[src/design/nmea_sentence_deframer_top_macros.svh]
// Assertion macros used by the deframer framer module (nsd_framer).
`ifndef NMEA_SENTENCE_DEFRAMER_TOP_MACROS_SVH
`define NMEA_SENTENCE_DEFRAMER_TOP_MACROS_SVH

// Same-cycle implication under an active-low reset.
`define NSD_ASSERT_NOW(label, clk, rst_n, ante, cons, msg) \
  label: assert property (@(posedge clk) disable iff (!(rst_n)) (ante) |-> (cons)) \
    else $error(msg);

// Next-cycle implication under an active-low reset.
`define NSD_ASSERT_NEXT(label, clk, rst_n, ante, cons, msg) \
  label: assert property (@(posedge clk) disable iff (!(rst_n)) (ante) |=> (cons)) \
    else $error(msg);

`endif

[src/design/nsd_pkg.sv]
// Package: types, character codes and decode functions of the NMEA deframer.
package nsd_pkg;

  localparam int unsigned MaxLenDefault = 128;

  localparam logic [7:0] ChrDollar = 8'h24;
  localparam logic [7:0] ChrStar   = 8'h2A;
  localparam logic [7:0] ChrCr     = 8'h0D;
  localparam logic [7:0] ChrLf     = 8'h0A;

  localparam logic [2:0] TypeGga     = 3'd0;
  localparam logic [2:0] TypeRmc     = 3'd1;
  localparam logic [2:0] TypeGsa     = 3'd2;
  localparam logic [2:0] TypeGsv     = 3'd3;
  localparam logic [2:0] TypeVtg     = 3'd4;
  localparam logic [2:0] TypeGll     = 3'd5;
  localparam logic [2:0] TypeZda     = 3'd6;
  localparam logic [2:0] TypeUnknown = 3'd7;

  localparam int unsigned NumTypes = 7;

  // Characters packed first-received in the low byte.
  localparam logic [NumTypes-1:0][23:0] TypeNames = '{
    {8'h41, 8'h44, 8'h5A},  // ZDA
    {8'h4C, 8'h4C, 8'h47},  // GLL
    {8'h47, 8'h54, 8'h56},  // VTG
    {8'h56, 8'h53, 8'h47},  // GSV
    {8'h41, 8'h53, 8'h47},  // GSA
    {8'h43, 8'h4D, 8'h52},  // RMC
    {8'h41, 8'h47, 8'h47}   // GGA
  };

  typedef struct packed {
    logic       valid;
    logic [7:0] data;
  } nsd_stage_t;

  typedef struct packed {
    logic       payload_valid;
    logic [7:0] payload_byte;
    logic       sentence_ok;
    logic [2:0] sentence_type;
    logic       checksum_mismatch;
    logic       overflow_drop;
  } nsd_result_t;

  function automatic logic [3:0] hex_value(input logic [7:0] c);
    logic [3:0] v;
    v = 4'd0;
    if (c inside {[8'h30:8'h39]}) begin
      v = c[3:0];
    end else if (c inside {[8'h41:8'h46], [8'h61:8'h66]}) begin
      v = 4'(c[2:0] + 3'd1) + 4'd8;
    end
    return v;
  endfunction

  function automatic logic [2:0] type_decode(input logic [23:0] chars);
    logic [2:0] t;
    t = TypeUnknown;
    for (int i = NumTypes - 1; i >= 0; i--) begin
      if (chars == TypeNames[i]) begin
        t = 3'(i);
      end
    end
    return t;
  endfunction

endpackage

[src/design/nsd_in_if.sv]
// Interface: input character channel.
interface nsd_in_if;
  logic       valid;
  logic       ready;
  logic [7:0] in_byte;

  modport source (output valid, output in_byte, input ready);
  modport sink (input valid, input in_byte, output ready);
endinterface

[src/design/nsd_out_if.sv]
// Interface: result word channel.
interface nsd_out_if;
  logic       valid;
  logic       ready;
  logic       payload_valid;
  logic [7:0] payload_byte;
  logic       sentence_ok;
  logic [2:0] sentence_type;
  logic       checksum_mismatch;
  logic       overflow_drop;

  modport source (
    output valid, output payload_valid, output payload_byte, output sentence_ok,
    output sentence_type, output checksum_mismatch, output overflow_drop,
    input ready
  );
  modport sink (
    input valid, input payload_valid, input payload_byte, input sentence_ok,
    input sentence_type, input checksum_mismatch, input overflow_drop,
    output ready
  );
endinterface

[src/design/nmea_sentence_deframer_top.sv]
// Top level: NMEA 0183 sentence deframer with XOR checksum check.
//
// Channels: in_i carries one received character per word (in_byte); out_o
// carries exactly one result word per accepted character: the payload byte
// pass-through, and on the second checksum digit the sentence type, a good
// flag and a mismatch flag; an overflow flag marks a dropped frame.
// Path: an accepted character is registered in the input register, then
// processed and written to the result register (two register stages).
// Throughput: one character per cycle while out_o.ready is high, set by the
// state update between the input register and the result register.
// Reset: the frame state returns to idle (waiting for '$'), the checksum,
// count and type bytes clear, and both stages empty.
// Stall: while out_o.ready is low the result word holds; the input register
// still takes one more character, then in_i.ready drops until the result
// is taken. No word is dropped or repeated.
module nmea_sentence_deframer_top #(
  parameter int unsigned MaxLen = nsd_pkg::MaxLenDefault
) (
  input  logic             clk_i,
  input  logic             rst_ni,
  nsd_in_if.sink           in_i,
  nsd_out_if.source        out_o
);

  nsd_pkg::nsd_stage_t  stage;
  nsd_pkg::nsd_result_t res;
  logic                 advance;
  logic                 res_valid;

  nsd_in_reg u_in_reg (
    .clk_i     (clk_i),
    .rst_ni    (rst_ni),
    .valid_i   (in_i.valid),
    .byte_i    (in_i.in_byte),
    .advance_i (advance),
    .ready_o   (in_i.ready),
    .stage_o   (stage)
  );

  nsd_framer #(
    .MaxLen (MaxLen)
  ) u_framer (
    .clk_i       (clk_i),
    .rst_ni      (rst_ni),
    .stage_i     (stage),
    .out_ready_i (out_o.ready),
    .advance_o   (advance),
    .res_valid_o (res_valid),
    .res_o       (res)
  );

  assign out_o.valid             = res_valid;
  assign out_o.payload_valid     = res.payload_valid;
  assign out_o.payload_byte      = res.payload_byte;
  assign out_o.sentence_ok       = res.sentence_ok;
  assign out_o.sentence_type     = res.sentence_type;
  assign out_o.checksum_mismatch = res.checksum_mismatch;
  assign out_o.overflow_drop     = res.overflow_drop;

endmodule

[src/design/nsd_in_reg.sv]
// Input register stage: holds one received character ahead of the framer.
module nsd_in_reg (
  input  logic                clk_i,
  input  logic                rst_ni,
  input  logic                valid_i,
  input  logic [7:0]          byte_i,
  input  logic                advance_i,
  output logic                ready_o,
  output nsd_pkg::nsd_stage_t stage_o
);

  logic       valid_q, valid_d;
  logic [7:0] data_q, data_d;
  logic       load;

  assign ready_o = !valid_q || advance_i;
  assign load    = valid_i && ready_o;

  always_comb begin
    valid_d = valid_q;
    data_d  = data_q;
    if (load) begin
      valid_d = 1'b1;
      data_d  = byte_i;
    end else if (advance_i) begin
      valid_d = 1'b0;
    end
  end

  always_ff @(posedge clk_i or negedge rst_ni) begin
    if (!rst_ni) begin
      valid_q <= 1'b0;
    end else begin
      valid_q <= valid_d;
    end
  end

  always_ff @(posedge clk_i) begin
    data_q <= data_d;
  end

  assign stage_o.valid = valid_q;
  assign stage_o.data  = data_q;

endmodule

[src/design/nsd_framer.sv]
// Frame state, running checksum, type capture and result register.
`include "nmea_sentence_deframer_top_macros.svh"

module nsd_framer #(
  parameter int unsigned MaxLen = nsd_pkg::MaxLenDefault
) (
  input  logic                 clk_i,
  input  logic                 rst_ni,
  input  nsd_pkg::nsd_stage_t  stage_i,
  input  logic                 out_ready_i,
  output logic                 advance_o,
  output logic                 res_valid_o,
  output nsd_pkg::nsd_result_t res_o
);

  localparam int unsigned CntW = $clog2(MaxLen);
  localparam logic [CntW-1:0] CntLimit = CntW'(MaxLen - 1);

  typedef enum logic [1:0] {
    PhIdle,
    PhPayload,
    PhDigit1,
    PhDigit2
  } phase_e;

  phase_e               phase_q, phase_d;
  logic [CntW-1:0]      count_q, count_d;
  logic [7:0]           xor_q, xor_d;
  logic [3:0]           nib_q, nib_d;
  logic [2:0][7:0]      type_q, type_d;
  logic                 res_valid_q, res_valid_d;
  nsd_pkg::nsd_result_t res_q, res_d;
  logic                 take;
  logic [7:0]           c;
  logic [7:0]           rx_sum;

  assign advance_o = !res_valid_q || out_ready_i;
  assign take      = stage_i.valid && advance_o;
  assign c         = stage_i.data;
  assign rx_sum    = {nib_q, nsd_pkg::hex_value(c)};

  always_comb begin
    phase_d = phase_q;
    count_d = count_q;
    xor_d   = xor_q;
    nib_d   = nib_q;
    type_d  = type_q;
    res_d   = '0;
    res_d.sentence_type = nsd_pkg::TypeUnknown;
    case (phase_q)
      PhIdle: begin
        if (c == nsd_pkg::ChrDollar) begin
          phase_d = PhPayload;
          count_d = '0;
          xor_d   = '0;
          type_d  = '0;
        end
      end
      PhPayload: begin
        if (c == nsd_pkg::ChrStar) begin
          phase_d = PhDigit1;
        end else if (c == nsd_pkg::ChrCr || c == nsd_pkg::ChrLf) begin
          phase_d = PhIdle;
        end else if (count_q < CntLimit) begin
          for (int i = 0; i < 3; i++) begin
            if (count_q == CntW'(i + 3)) begin
              type_d[i] = c;
            end
          end
          count_d = count_q + 1'b1;
          xor_d   = xor_q ^ c;
          res_d.payload_valid = 1'b1;
          res_d.payload_byte  = c;
        end else begin
          res_d.overflow_drop = 1'b1;
          phase_d = PhIdle;
        end
      end
      PhDigit1: begin
        nib_d   = nsd_pkg::hex_value(c);
        phase_d = PhDigit2;
      end
      PhDigit2: begin
        if (count_q >= CntW'(6)) begin
          res_d.sentence_type = nsd_pkg::type_decode(type_q);
        end
        if (rx_sum == xor_q) begin
          res_d.sentence_ok = (res_d.sentence_type != nsd_pkg::TypeUnknown);
        end else begin
          res_d.checksum_mismatch = 1'b1;
        end
        phase_d = PhIdle;
      end
      default: begin
        phase_d = PhIdle;
      end
    endcase
  end

  always_comb begin
    res_valid_d = res_valid_q;
    if (take) begin
      res_valid_d = 1'b1;
    end else if (advance_o) begin
      res_valid_d = 1'b0;
    end
  end

  always_ff @(posedge clk_i or negedge rst_ni) begin
    if (!rst_ni) begin
      phase_q     <= PhIdle;
      count_q     <= '0;
      xor_q       <= '0;
      nib_q       <= '0;
      type_q      <= '0;
      res_valid_q <= 1'b0;
    end else begin
      res_valid_q <= res_valid_d;
      if (take) begin
        phase_q <= phase_d;
        count_q <= count_d;
        xor_q   <= xor_d;
        nib_q   <= nib_d;
        type_q  <= type_d;
      end
    end
  end

  always_ff @(posedge clk_i) begin
    if (take) begin
      res_q <= res_d;
    end
  end

  assign res_valid_o = res_valid_q;
  assign res_o       = res_q;

  `NSD_ASSERT_NOW(a_end_goes_idle, clk_i, rst_ni,
    res_valid_q && (res_q.overflow_drop || res_q.sentence_ok || res_q.checksum_mismatch),
    phase_q == PhIdle, "frame end without return to idle")
  `NSD_ASSERT_NOW(a_ok_consistent, clk_i, rst_ni, res_valid_q && res_q.sentence_ok,
    !res_q.checksum_mismatch && res_q.sentence_type != nsd_pkg::TypeUnknown,
    "good sentence with mismatch or unknown type")
  `NSD_ASSERT_NOW(a_payload_counted, clk_i, rst_ni, res_valid_q && res_q.payload_valid,
    phase_q == PhPayload && count_q != '0, "payload byte without count advance")
  `NSD_ASSERT_NEXT(a_stall_holds_state, clk_i, rst_ni, res_valid_q && !out_ready_i,
    phase_q == $past(phase_q) && xor_q == $past(xor_q), "state moved while stalled")

endmodule

[src/flat_wrapper.sv]
// flat-port wrapper written by rule: the top's interface ports become plain ports
module nmea_sentence_deframer_top_flat 
#(
  parameter int unsigned MaxLen = nsd_pkg::MaxLenDefault
)
  (clk_i, rst_ni, in_i_valid, in_i_in_byte, in_i_ready, out_o_valid, out_o_payload_valid, out_o_payload_byte, out_o_sentence_ok, out_o_sentence_type, out_o_checksum_mismatch, out_o_overflow_drop, out_o_ready);
  nsd_in_if in_i_i ();
  nsd_out_if out_o_i ();
  input  logic clk_i;
  input  logic rst_ni;
  input wire logic [$bits(in_i_i.valid)-1:0] in_i_valid;
  input wire logic [$bits(in_i_i.in_byte)-1:0] in_i_in_byte;
  output wire logic [$bits(in_i_i.ready)-1:0] in_i_ready;
  output wire logic [$bits(out_o_i.valid)-1:0] out_o_valid;
  output wire logic [$bits(out_o_i.payload_valid)-1:0] out_o_payload_valid;
  output wire logic [$bits(out_o_i.payload_byte)-1:0] out_o_payload_byte;
  output wire logic [$bits(out_o_i.sentence_ok)-1:0] out_o_sentence_ok;
  output wire logic [$bits(out_o_i.sentence_type)-1:0] out_o_sentence_type;
  output wire logic [$bits(out_o_i.checksum_mismatch)-1:0] out_o_checksum_mismatch;
  output wire logic [$bits(out_o_i.overflow_drop)-1:0] out_o_overflow_drop;
  input wire logic [$bits(out_o_i.ready)-1:0] out_o_ready;
  assign in_i_i.valid = in_i_valid;
  assign in_i_i.in_byte = in_i_in_byte;
  assign in_i_ready = in_i_i.ready;
  assign out_o_valid = out_o_i.valid;
  assign out_o_payload_valid = out_o_i.payload_valid;
  assign out_o_payload_byte = out_o_i.payload_byte;
  assign out_o_sentence_ok = out_o_i.sentence_ok;
  assign out_o_sentence_type = out_o_i.sentence_type;
  assign out_o_checksum_mismatch = out_o_i.checksum_mismatch;
  assign out_o_overflow_drop = out_o_i.overflow_drop;
  assign out_o_i.ready = out_o_ready;
  nmea_sentence_deframer_top #(.MaxLen(MaxLen)) u_core (.clk_i(clk_i), .rst_ni(rst_ni), .in_i(in_i_i), .out_o(out_o_i));
endmodule
[config.mk]
export PLATFORM = sky130hd
export DESIGN_NAME = nmea_sentence_deframer_top_flat
export DESIGN_NICKNAME = d
export VERILOG_FILES = /design/src/design/nsd_pkg.sv /design/src/design/nsd_in_if.sv /design/src/design/nsd_out_if.sv /design/src/design/nmea_sentence_deframer_top.sv /design/src/design/nsd_in_reg.sv /design/src/design/nsd_framer.sv /design/src/flat_wrapper.sv
export VERILOG_INCLUDE_DIRS = /design/src /design/src/design
export SDC_FILE = /design/constraint.sdc
export NUM_CORES = 1
export LEC_CHECK = 0
export BUFFER_PORTS_ARGS = -buffer_cell sky130_fd_sc_hd__buf_2
export CAP_MARGIN = 20
export CORE_ASPECT_RATIO = 0.8
export CORE_UTILIZATION = 39
export CTS_CLUSTER_DIAMETER = 120
export DETAILED_ROUTE_END_ITERATION = 7
export SETUP_SLACK_MARGIN = 0.3
export SYNTH_ARGS = -nofsm -noshare
export SYNTH_HDL_FRONTEND = slang
export SYNTH_SLANG_ARGS = --single-unit
[constraint.sdc]
create_clock -name clk_i -period 5 [get_ports clk_i]
set_clock_uncertainty 0.15 [all_clocks]
set_input_delay 0.75 -clock clk_i [delete_from_list [all_inputs] [get_ports clk_i]]
set_output_delay 0.75 -clock clk_i [all_outputs]
set_load 0.01 [all_outputs]
==> results of run 1 <==
[power by group through the flow]
stage / Combinational (mW) / Clock (mW) / Sequential, mW
after floorplan: 0.349 / 0 / 0.817
after global placement: 0.432 / 0 / 0.864
after detailed placement: 0.436 / 0 / 0.866
after CTS: 0.440 / 0.578 / 0.857
after global routing: 0.498 / 0.603 / 0.878
final: 0.440 / 0.563 / 0.859
[registers in the layout (all words and copies together), names as in the netlist, named ones only]
signal / flops
u_core.u_framer.res_o: 15
u_core.u_framer.nib_q: 4
u_core.u_framer.phase_q: 1
u_core.u_framer.count_q: 7
u_core.u_framer.xor_q: 8
u_core.u_framer.type_q: 24
u_core.u_framer.res_valid_o: 1
u_core.u_in_reg.valid_q: 1
u_core.u_in_reg.data_q: 8
[per-stage QoR]
stage / hold WS, ns / cell area (um^2) / cells / setup slack (ns)
4_1_cts: 0.343 / 4080 / 470 / 1.89
6_report: 0.211 / 4100 / 471 / 1.88
3_3_place_gp: 0.310 / 3810 / 454 / 1.72
3_5_place_dp: 0.330 / 3810 / 454 / 1.63
5_1_grt: 0.233 / 4100 / 471 / 1.63
2_1_floorplan: 0.299 / 3560 / 321 / 2.16
[final timing paths]
| check | to | slack, ns | from | cells past startpoint |
|---|---|---|---|---|
| worst max-delay path | u_core.u_framer.type_q[20]$_DFFE_PN0P_ | 1.88 | u_core.u_in_reg.data_q[1]$_DFFE_PP_ | 7 |
| worst min-delay path | u_core.u_in_reg.valid_q$_DFFE_PN0P_ | 0.21 | rst_ni | 1 |
| worst max register to register | u_core.u_framer.type_q[20]$_DFFE_PN0P_ | 1.88 | u_core.u_in_reg.data_q[1]$_DFFE_PP_ | 7 |
| worst min register to register | u_core.u_framer.type_q[22]$_DFFE_PN0P_ | 0.34 | u_core.u_framer.type_q[22]$_DFFE_PN0P_ | 1 |
| max in group asynchronous | u_core.u_framer.type_q[22]$_DFFE_PN0P_ | 3.99 | rst_ni | 2 |
| min in group clk_i | u_core.u_framer.type_q[22]$_DFFE_PN0P_ | 0.34 | u_core.u_framer.type_q[22]$_DFFE_PN0P_ | 1 |
[layout by cell type, fill, tap and decap left out, types with 3 or more instances in the layout]
cell type | synthesis | final
o21ai_0 | 12 | 12
and3_1 | 8 | 8
clkbuf_16 | 0 | 9
edfxtp_1 | 23 | 23
nand2_1 | 18 | 18
buf_2 | 5 | 28
nor3b_1 | 4 | 4
and2_1 | 11 | 11
ha_1 | 8 | 8
nor3_1 | 9 | 9
nand2b_1 | 6 | 6
o31ai_1 | 3 | 3
mux2_2 | 9 | 9
nand4_1 | 12 | 12
a211o_1 | 3 | 3
inv_1 | 11 | 11
xnor2_1 | 8 | 8
nor4bb_1 | 3 | 3
nor4b_1 | 5 | 5
nand3b_1 | 3 | 3
dfrtp_1 | 47 | 47
a21oi_1 | 5 | 5
xor2_1 | 10 | 10
clkbuf_1 | 3 | 4
nor4_1 | 3 | 3
a22o_1 | 14 | 14
nand3_1 | 16 | 16
nand4b_1 | 3 | 3
nor2_1 | 23 | 23
[cell type report]
class                           count  area [um^2]  share of cell area [%]
Multi-Input combinational cell    231         1610                    39.3
Inverter                           11         41.3                    1.01
Sequential cell                    70         1870                    45.6
Clock buffer                       14          254                    6.20
Timing Repair Buffer               31          175                    4.28
Tap cell                          112          140                    3.42
Clock inverter                      2         10.0                   0.244
[layer usage]
layer,vias up,global-route usage [%]
li1,1264,-
met3,4,5.98
met2,74,26.1
met1,1268,26.6
met4,0,4.30
met5,-,0
[logic make-up (layout without fill, tap and decap cells)]
logic type	count (synthesis)	after routing	synth area share [%]
multiplexers	10	10	3.13
AND/OR/NAND/NOR	138	138	22.4
buffers and inverters	20	58	2.39
AO/OA/AOI/OAI	57	57	12.4
XOR/XNOR	18	18	4.43
flip-flops	70	70	52.4
adder cells (fa/ha/maj)	8	8	2.81
==> impl_metrics.py, run 1 <==
metrics = {
    "status": {
        "outcome": "complete, no violations",
    },
    "clock_tree": {
        "worst_skew_pair.late_latency_ns": 0.32,
        "cts_root_buf": "clkbuf_16",
        "cts_hold_buffers": 0,
        "post_cts.repair.setup_buffers": 0,
        "ctsLongestPathBuffers": 2,
        "cts_max_level": 3,
        "cts_resized": 0,
        "cts_inserted_buffers": 9,
        "path_clk_slew_ns": 0.05,
        "clkSinkCount": 70,
        "cts_tree": "yes",
    },
    "pwr": {
        "pwr-share-seq_pct": 46.1,
        "leakage_nw": 1.71,
        "power_mw": 1.86,
        "comb_power_share_pct": 23.6,
        "sw_frac_of_total_pct": 32.0,
        "p_int_mw": 1.27,
        "p_sw_mw": 0.596,
        "ir_drop_mv": 0.159,
        "cellPowerDensity_nw_per_um2": 455,
        "pwr-share-clk_pct": 30.3,
    },
    "grt": {
        "grt_pass1_vias": 2383,
        "track_usage_pct": 18.2,
        "grt_max_degree": 48,
        "grt_pass1_wl_um": 12900,
        "antenna_found_initial": 0,
        "grt_overflow": 0,
    },
    "yosys": {
        "syn-num-nets": 341,
        "yosysSeqAreaShare_pct": 52.4,
        "synth_top_area_share_pct": 33.0,
        "ys_types": 57,
        "syn-mean-instance-area_um2": 11.1,
        "ys_top_cells_by_area": "dfrtp_1 33%, edfxtp_1 19%, a22o_1 3.4%",
        "yosysTopAreaCell": "dfrtp_1",
        "synth_ff_type": "dfrtp_1",
        "synth_most_common_cell": "dfrtp_1",
        "ys_warn_count": 0,
        "synth-edff-count": 23,
        "synth_seq_cells": 70,
        "synthArstFlopShare_pct": 67.1,
        "synth_cells": 321,
        "synthTopCellsByCount": "47 x dfrtp_1, 23 x edfxtp_1, 23 x nor2_1, 18 x nand2_1, 16 x nand3_1",
        "synthesis.area_um2": 3560,
    },
    "floorplanning": {
        "row_count": 30,
        "core_area_um2": 8670,
        "die_h_um": 87.5,
        "top_level_ports": 29,
        "start_util_pct": 41.1,
        "die_w_um": 109,
        "dieArea_um2": 9520,
    },
    "setup_path": {
        "cp-start-kind": "flop",
        "critPathMaxFanout": 8,
        "worstSetupPathType": "flop to flop",
        "worstPathArrival_ns": 3.22,
        "max_stage_delay_ns": 0.86,
        "critPathBufInv": 1,
        "cp_top_family": "simple AND/OR/NAND/NOR gates",
        "crit_path_end_kind": "flop",
        "worstPathRequired_ns": 5.10,
        "cp_cell_sequence": "inv_1 -> ha_1 -> nand4b_1 -> nor4_1 -> o21ai_1 -> nor3_1 -> a22o_1",
        "slowest_stage": "nor3_1",
    },
    "drt": {
        "final_antenna_net_count": 0,
        "drt_first_pass_iters": 5,
        "detail_route.wl_per_cell_um": 16.8,
        "dr.max_layer_used": "met4",
        "drt-initial-drc-count": 164,
        "m1WireLength_um": 3990,
        "finalWirelength_um": 7920,
        "wl_met2_um": 3380,
        "drcViolationCount": 0,
        "viasPerCell": 5.54,
        "vias": 2610,
        "wl_met3_um": 503,
    },
    "job": {
        "max_cap_viol_count": 0,
    },
    "final_layout": {
        "antennaDiodeCount": 0,
        "fin_nets": 374,
        "finish.utilization_pct": 47.2,
        "n_fill_cell": 784,
        "drive_above_1_share_pct": 16.7,
        "syn_to_final_growth_pct": 15.0,
    },
    "placed_design": {
        "gp_congestion": 0.876,
        "dp_hpwl_um": 5700,
        "port_buffers": 28,
    },
    "sta": {
        "worst_slew_pin_slew_ns": 0.970,
        "setup-violations-final": 0,
        "setup_tns_ns": 0,
        "report.final.slew_viol_count": 0,
        "fin_crit_ns": 3.12,
        "fmax_ghz": 0.321,
        "hold_viol_final": 0,
        "rsz0062_at_grt": "no",
        "relSlewSlack_pct": 34.8,
        "post-route-period-util_pct": 62.3,
    },
    "min_path": {
        "hp-class": "input port to async pin",
    },
}
Power figures use the tool's default switching activity.
==> inputs of run 2 (changes only) <==
==> constraint.sdc (replaced) <==
create_clock -name clk_i -period 3.1 [get_ports clk_i]
set_clock_uncertainty 0.15 [all_clocks]
set_input_delay 0.465 -clock clk_i [delete_from_list [all_inputs] [get_ports clk_i]]
set_output_delay 0.465 -clock clk_i [all_outputs]
set_load 0.01 [all_outputs]
==> impl_metrics.py, run 2 (synthesis gave the netlist of run 1 again) <==
metrics = {
    "grt": {
        "grt_max_degree": 48,
        "antenna_found_initial": 0,
        "use_met1_pct": 27.9,
        "grt_overflow": 0,
        "top_usage_layer": "met1",
        "track_usage_pct": 19.0,
        "grt_pass1_vias": 2558,
        "grtUsageMet2_pct": 26.6,
        "met3_usage_pct": 5.98,
        "grt_pass1_wl_um": 13400,
    },
    "drt": {
        "drcViolationCount": 0,
        "finalWirelength_um": 8080,
        "drt_first_pass_iters": 5,
        "viasPerCell": 5.51,
        "final_antenna_net_count": 0,
        "drt-initial-drc-count": 139,
        "vias": 2684,
        "detail_route.wl_per_cell_um": 16.6,
    },
    "placed_design": {
        "dpl-instance-area_um2": 3890,
        "dp_hpwl_um": 5840,
        "gp_congestion": 0.840,
        "port_buffers": 28,
    },
    "sta": {
        "relSlewSlack_pct": 54.8,
        "post-route-period-util_pct": 85.2,
        "setup-violations-final": 0,
        "hold_viol_final": 0,
        "worst_slew_pin_slew_ns": 0.672,
        "fmax_ghz": 0.379,
        "fin_crit_ns": 2.64,
        "rsz0062_at_grt": "no",
        "whs_ns": 0.166,
        "report.final.slew_viol_count": 0,
        "setup_tns_ns": 0,
    },
    "final_layout": {
        "largest_reg_flops": 24,
        "regMostFlops": "u_core.u_framer.type_q",
        "fin_nets": 390,
        "antennaDiodeCount": 0,
        "drive_above_1_share_pct": 20.0,
        "n_fill_cell": 813,
        "final_common_cell": "dfrtp_1",
        "seqCellArea_um2": 1870,
        "final_area_um2": 4210,
        "layout_common_cells": "47 x dfrtp_1, 29 x buf_2, 23 x nor2_1, 23 x edfxtp_1, 18 x nand2_1",
        "syn_to_final_growth_pct": 18.3,
        "multi_input_area_um2": 1610,
    },
    "floorplanning": {
        "core_area_um2": 8670,
        "top_level_ports": 29,
        "start_util_pct": 41.1,
        "row_count": 30,
        "die_h_um": 87.5,
        "dieArea_um2": 9520,
        "die_w_um": 109,
    },
    "clock_tree": {
        "clkSinkCount": 70,
        "path_clk_slew_ns": 0.05,
        "cts_tree": "yes",
        "cts_inserted_buffers": 9,
        "cts_root_buf": "clkbuf_16",
        "ctsLongestPathBuffers": 2,
        "worst_skew_pair.late_latency_ns": 0.33,
        "cts_max_level": 3,
    },
    "setup_path": {
        "worstPathArrival_ns": 2.70,
        "critPathMaxFanout": 8,
        "worstSetupPathType": "flop to flop",
        "cp-start-kind": "flop",
        "worstPathRequired_ns": 3.16,
        "cp_cell_sequence": "inv_1 -> ha_1 -> nand4b_1 -> nor4_1 -> o21ai_1 -> a211o_1 -> a22o_1",
        "max_stage_delay_ns": 0.46,
        "crit_path_end_kind": "flop",
        "slowest_stage": "edfxtp_1",
        "ff2ff_setup_slack_ns": 0.46,
    },
    "pwr": {
        "leakage_nw": 1.78,
        "cellPowerDensity_nw_per_um2": 721,
        "ir_drop_mv": 0.342,
    },
    "job": {
        "max_cap_viol_count": 0,
    },
    "min_path": {
        "hp-class": "input port to flop",
    },
    "status": {
        "outcome": "complete, no violations",
    },
}
run 2: cell types whose count changed in the layout (fill, tap and decap cells not counted):
| cell | previous run | this run |
|---|---|---|
| dlygate4sd3_1 | 0 | 1 |
| clkbuf_1 | 4 | 5 |
| buf_4 | 2 | 16 |
| nor4bb_2 | 0 | 1 |
| o21ai_1 | 1 | 2 |
| nor4bb_1 | 3 | 2 |
| buf_2 | 28 | 29 |
| o21ai_0 | 12 | 11 |
| clkbuf_8 | 1 | 0 |
run 2: final timing paths:
path | from | endpoint | cells after the start
max in group asynchronous | rst_ni | u_core.u_framer.type_q[5]$_DFFE_PN0P_ | 3
max | u_core.u_in_reg.data_q[1]$_DFFE_PP_ | u_core.u_framer.type_q[11]$_DFFE_PN0P_ | 7
min | in_i_in_byte[1] | u_core.u_in_reg.data_q[1]$_DFFE_PP_ | 1
max reg2reg | u_core.u_in_reg.data_q[1]$_DFFE_PP_ | u_core.u_framer.type_q[11]$_DFFE_PN0P_ | 7
min reg2reg | u_core.u_in_reg.valid_q$_DFFE_PN0P_ | u_core.u_framer.res_valid_o$_DFFE_PN0P_ | 1
min in group asynchronous | rst_ni | u_core.u_framer.nib_q[1]$_DFFE_PN0P_ | 2
run 2: routing by layer:
layer	routed length [um]	part of all wire, %
met5	0	0
met4	95	1.2
met3	354	4.4
met2	3470	43
met1	4160	51
run 2: power breakdown:
part	switching, mW	internal (mW)
logic	0.441	0.350
registers	0.192	1.17
clock network	0.348	0.539
total	0.980	2.05
run 2: layout make-up:
class                   instances  share of cell area, %
flip-flops and latches         70                   44.3
multi-input cells             231                   38.3
repair buffers                 47                   7.01
clock buffers                  14                   5.79
well taps                     112                   3.33
inverters                      11                  0.980
clock inverters                 2                  0.238
run 2: what timing repair did:
| action | CTS | global route |
|---|---|---|
| hold endpoints to repair | 0 | 13 |
| setup endpoints to repair | 0 | 17 |
| resized for setup | 0 | 2 |
| hold buffers | 0 | 1 |
| setup buffers | 0 | 3 |
run 2: worst max-delay path, delay by kind of cell, from the launching register on:
kind,cells,cell delay (ns)
AOI/OAI and AO/OA,3,0.95
and+or+nand+nor,2,0.55
DFF,1,0.46
adders and majority gates,1,0.24
buffers and inverters,1,0.17
run 2: per-stage QoR:
stage | worst slack, ns | power (mW) | cells | util [%]
detailed placement | 0.456 | 2.13 | 465 | 44.9
global placement | 0.487 | 2.12 | 465 | 44.9
finish | 0.459 | 3.04 | 487 | 48.6
global route | 0.309 | 3.22 | 487 | 48.6
floorplan | 0.546 | 1.88 | 321 | -
CTS | 0.409 | 3.03 | 481 | 47.8
==> inputs of run 3 (changes only) <==
--- a/config.mk
+++ b/config.mk
@@ -12,6 +12,7 @@
 export CORE_UTILIZATION = 39
 export CTS_CLUSTER_DIAMETER = 120
 export DETAILED_ROUTE_END_ITERATION = 7
+export PLACE_DENSITY = 0.52
 export SETUP_SLACK_MARGIN = 0.3
 export SYNTH_ARGS = -nofsm -noshare
 export SYNTH_HDL_FRONTEND = slang
==> impl_metrics.py, run 3 (synthesis gave the netlist of run 1 again) <==
metrics = {
    "final_layout": {
        "regMostFlops": "u_core.u_framer.type_q",
        "final_common_cell": "dfrtp_1",
        "antennaDiodeCount": 0,
        "drive_above_1_share_pct": 20.5,
        "fin_nets": 386,
        "largest_reg_flops": 24,
        "instances_no_fill": 483,
        "layout_common_cells": "47 x dfrtp_1, 28 x buf_2, 23 x nor2_1, 23 x edfxtp_1, 18 x nand2_1",
        "n_fill_cell": 786,
        "syn_to_final_growth_pct": 19.1,
    },
    "sta": {
        "report.final.slew_viol_count": 0,
        "setup_tns_ns": 0,
        "post-route-period-util_pct": 85.8,
        "relSlewSlack_pct": 57.2,
        "worst_slew_pin_slew_ns": 0.635,
        "hold_viol_final": 0,
        "fmax_ghz": 0.376,
        "worst_slack_ns": 0.442,
        "fin_crit_ns": 2.66,
        "rsz0062_at_grt": "no",
        "setup-violations-final": 0,
    },
    "job": {
        "max_cap_viol_count": 0,
    },
    "status": {
        "outcome": "complete, no violations",
    },
    "clock_tree": {
        "cts_root_buf": "clkbuf_16",
        "ctsLongestPathBuffers": 2,
        "path_clk_slew_ns": 0.06,
        "cts_max_level": 3,
        "cts_inserted_buffers": 9,
        "worst_skew_pair.late_latency_ns": 0.33,
        "cts_tree": "yes",
        "clkSinkCount": 70,
    },
    "setup_path": {
        "rr_worst_depth": 6,
        "worstPathArrival_ns": 2.72,
        "cp-start-kind": "flop",
        "timing.rr.end": "u_core.u_framer.type_q[2]$_DFFE_PN0P_",
        "r2r-start": "u_core.u_in_reg.data_q[7]$_DFFE_PP_",
        "critPathMaxFanout": 8,
        "cp_cell_sequence": "or4b_1 -> a21oi_2 -> nor2_1 -> o2111a_1 -> o21ai_4 -> mux2_2",
        "max_stage_delay_ns": 0.60,
        "worstPathRequired_ns": 3.16,
        "slowest_stage": "or4b_1",
        "ff2ff_setup_slack_ns": 0.44,
        "worstSetupPathType": "flop to flop",
        "crit_path_end_kind": "flop",
    },
    "drt": {
        "finalWirelength_um": 8490,
        "vias": 2687,
        "final_antenna_net_count": 0,
        "detail_route.wl_per_cell_um": 17.6,
        "drt_first_pass_iters": 4,
        "drcViolationCount": 0,
        "viasPerCell": 5.56,
        "drt-initial-drc-count": 126,
    },
    "floorplanning": {
        "die_h_um": 87.5,
        "start_util_pct": 41.1,
        "top_level_ports": 29,
        "dieArea_um2": 9520,
        "die_w_um": 109,
        "core_area_um2": 8670,
        "row_count": 30,
    },
    "grt": {
        "grt_overflow": 0,
        "antenna_found_initial": 0,
        "track_usage_pct": 20.2,
        "grt_pass1_wl_um": 14000,
        "grt_pass1_vias": 2606,
        "grt_max_degree": 29,
    },
    "min_path": {
        "worstHoldStart": "in_i_in_byte[5]",
        "hp-class": "input port to flop",
        "hold_end": "u_core.u_in_reg.data_q[5]$_DFFE_PP_",
        "whs_path_depth": 1,
    },
    "placed_design": {
        "dp_hpwl_um": 6180,
        "place_ws_ns": 0.453,
        "dp.cells": 465,
        "gp_congestion": 0.857,
        "port_buffers": 28,
    },
    "pwr": {
        "power_mw": 3.22,
        "ir_drop_mv": 0.290,
        "cellPowerDensity_nw_per_um2": 759,
        "leakage_nw": 1.79,
    },
}
-- run 3: cell type report --
cell class / instances / area, um^2 / area share [%]
clock buffer: 10 / 229 / 5.40
clock inverter: 6 / 86.3 / 2.04
inverter: 11 / 41.3 / 0.974
multi-input combinational: 231 / 1620 / 38.2
sequential: 70 / 1870 / 44.0
tap: 112 / 140 / 3.30
timing repair buffer: 43 / 255 / 6.02
-- run 3: worst max path at each step --
stage,from,end,depth (start not counted)
3_3_place_gp,u_core.u_in_reg.data_q[0]$_DFFE_PP_,u_core.u_framer.res_o[1]$_SDFFCE_PN0P_,8
3_5_place_dp,u_core.u_in_reg.data_q[0]$_DFFE_PP_,u_core.u_framer.count_q[4]$_DFFE_PN0P_,8
2_1_floorplan,out_o_ready,u_core.u_framer.type_q[21]$_DFFE_PN0P_,6
4_1_cts,u_core.u_in_reg.data_q[0]$_DFFE_PP_,u_core.u_framer.count_q[4]$_DFFE_PN0P_,8
5_1_grt,u_core.u_in_reg.data_q[1]$_DFFE_PP_,u_core.u_framer.res_o[1]$_SDFFCE_PN0P_,8
6_report,u_core.u_in_reg.data_q[7]$_DFFE_PP_,u_core.u_framer.type_q[2]$_DFFE_PN0P_,6
-- run 3: layer usage --
layer  up-vias  global-route usage, %  share of wire (%)
met5         -                      0                  0
met4         0                   5.16               0.34
met2        82                   30.0                 44
met1      1313                   28.8                 50
li1       1290                      -                  -
met3         2                   5.76                5.2
-- run 3: worst max-delay path: cells and delay by family (launching register included) --
kind | cells | cell delay, ns
flip-flops | 1 | 0.50
AND/OR/NAND/NOR | 2 | 0.71
multiplexers | 1 | 0.38
AO/OA/AOI/OAI | 3 | 0.79
-- run 3: timing repair --
action,4_1_cts,5_1_grt
setup endpoints to repair,0,2
resized for setup,0,2
endpoints found under the hold margin,19,0
hold buffers,1,0
setup buffers,0,1
-- run 3: metrics by stage --
| step | utilization (%) | hold slack, ns | cell area, um^2 |
|---|---|---|---|
| final | 48.9 | 0.159 | 4240 |
| after global routing | 48.9 | 0.141 | 4240 |
| after CTS | 48.7 | 0.148 | 4220 |
| after detailed placement | 44.9 | 0.303 | 3890 |
| after global placement | 44.9 | 0.301 | 3890 |
| after floorplan | - | 0.0194 | 3560 |
-- run 3: power by group --
group	total, mW	internal, mW	switching [mW]
Clock	1.08	0.702	0.378
Combinational	0.770	0.341	0.430
Sequential	1.37	1.16	0.205
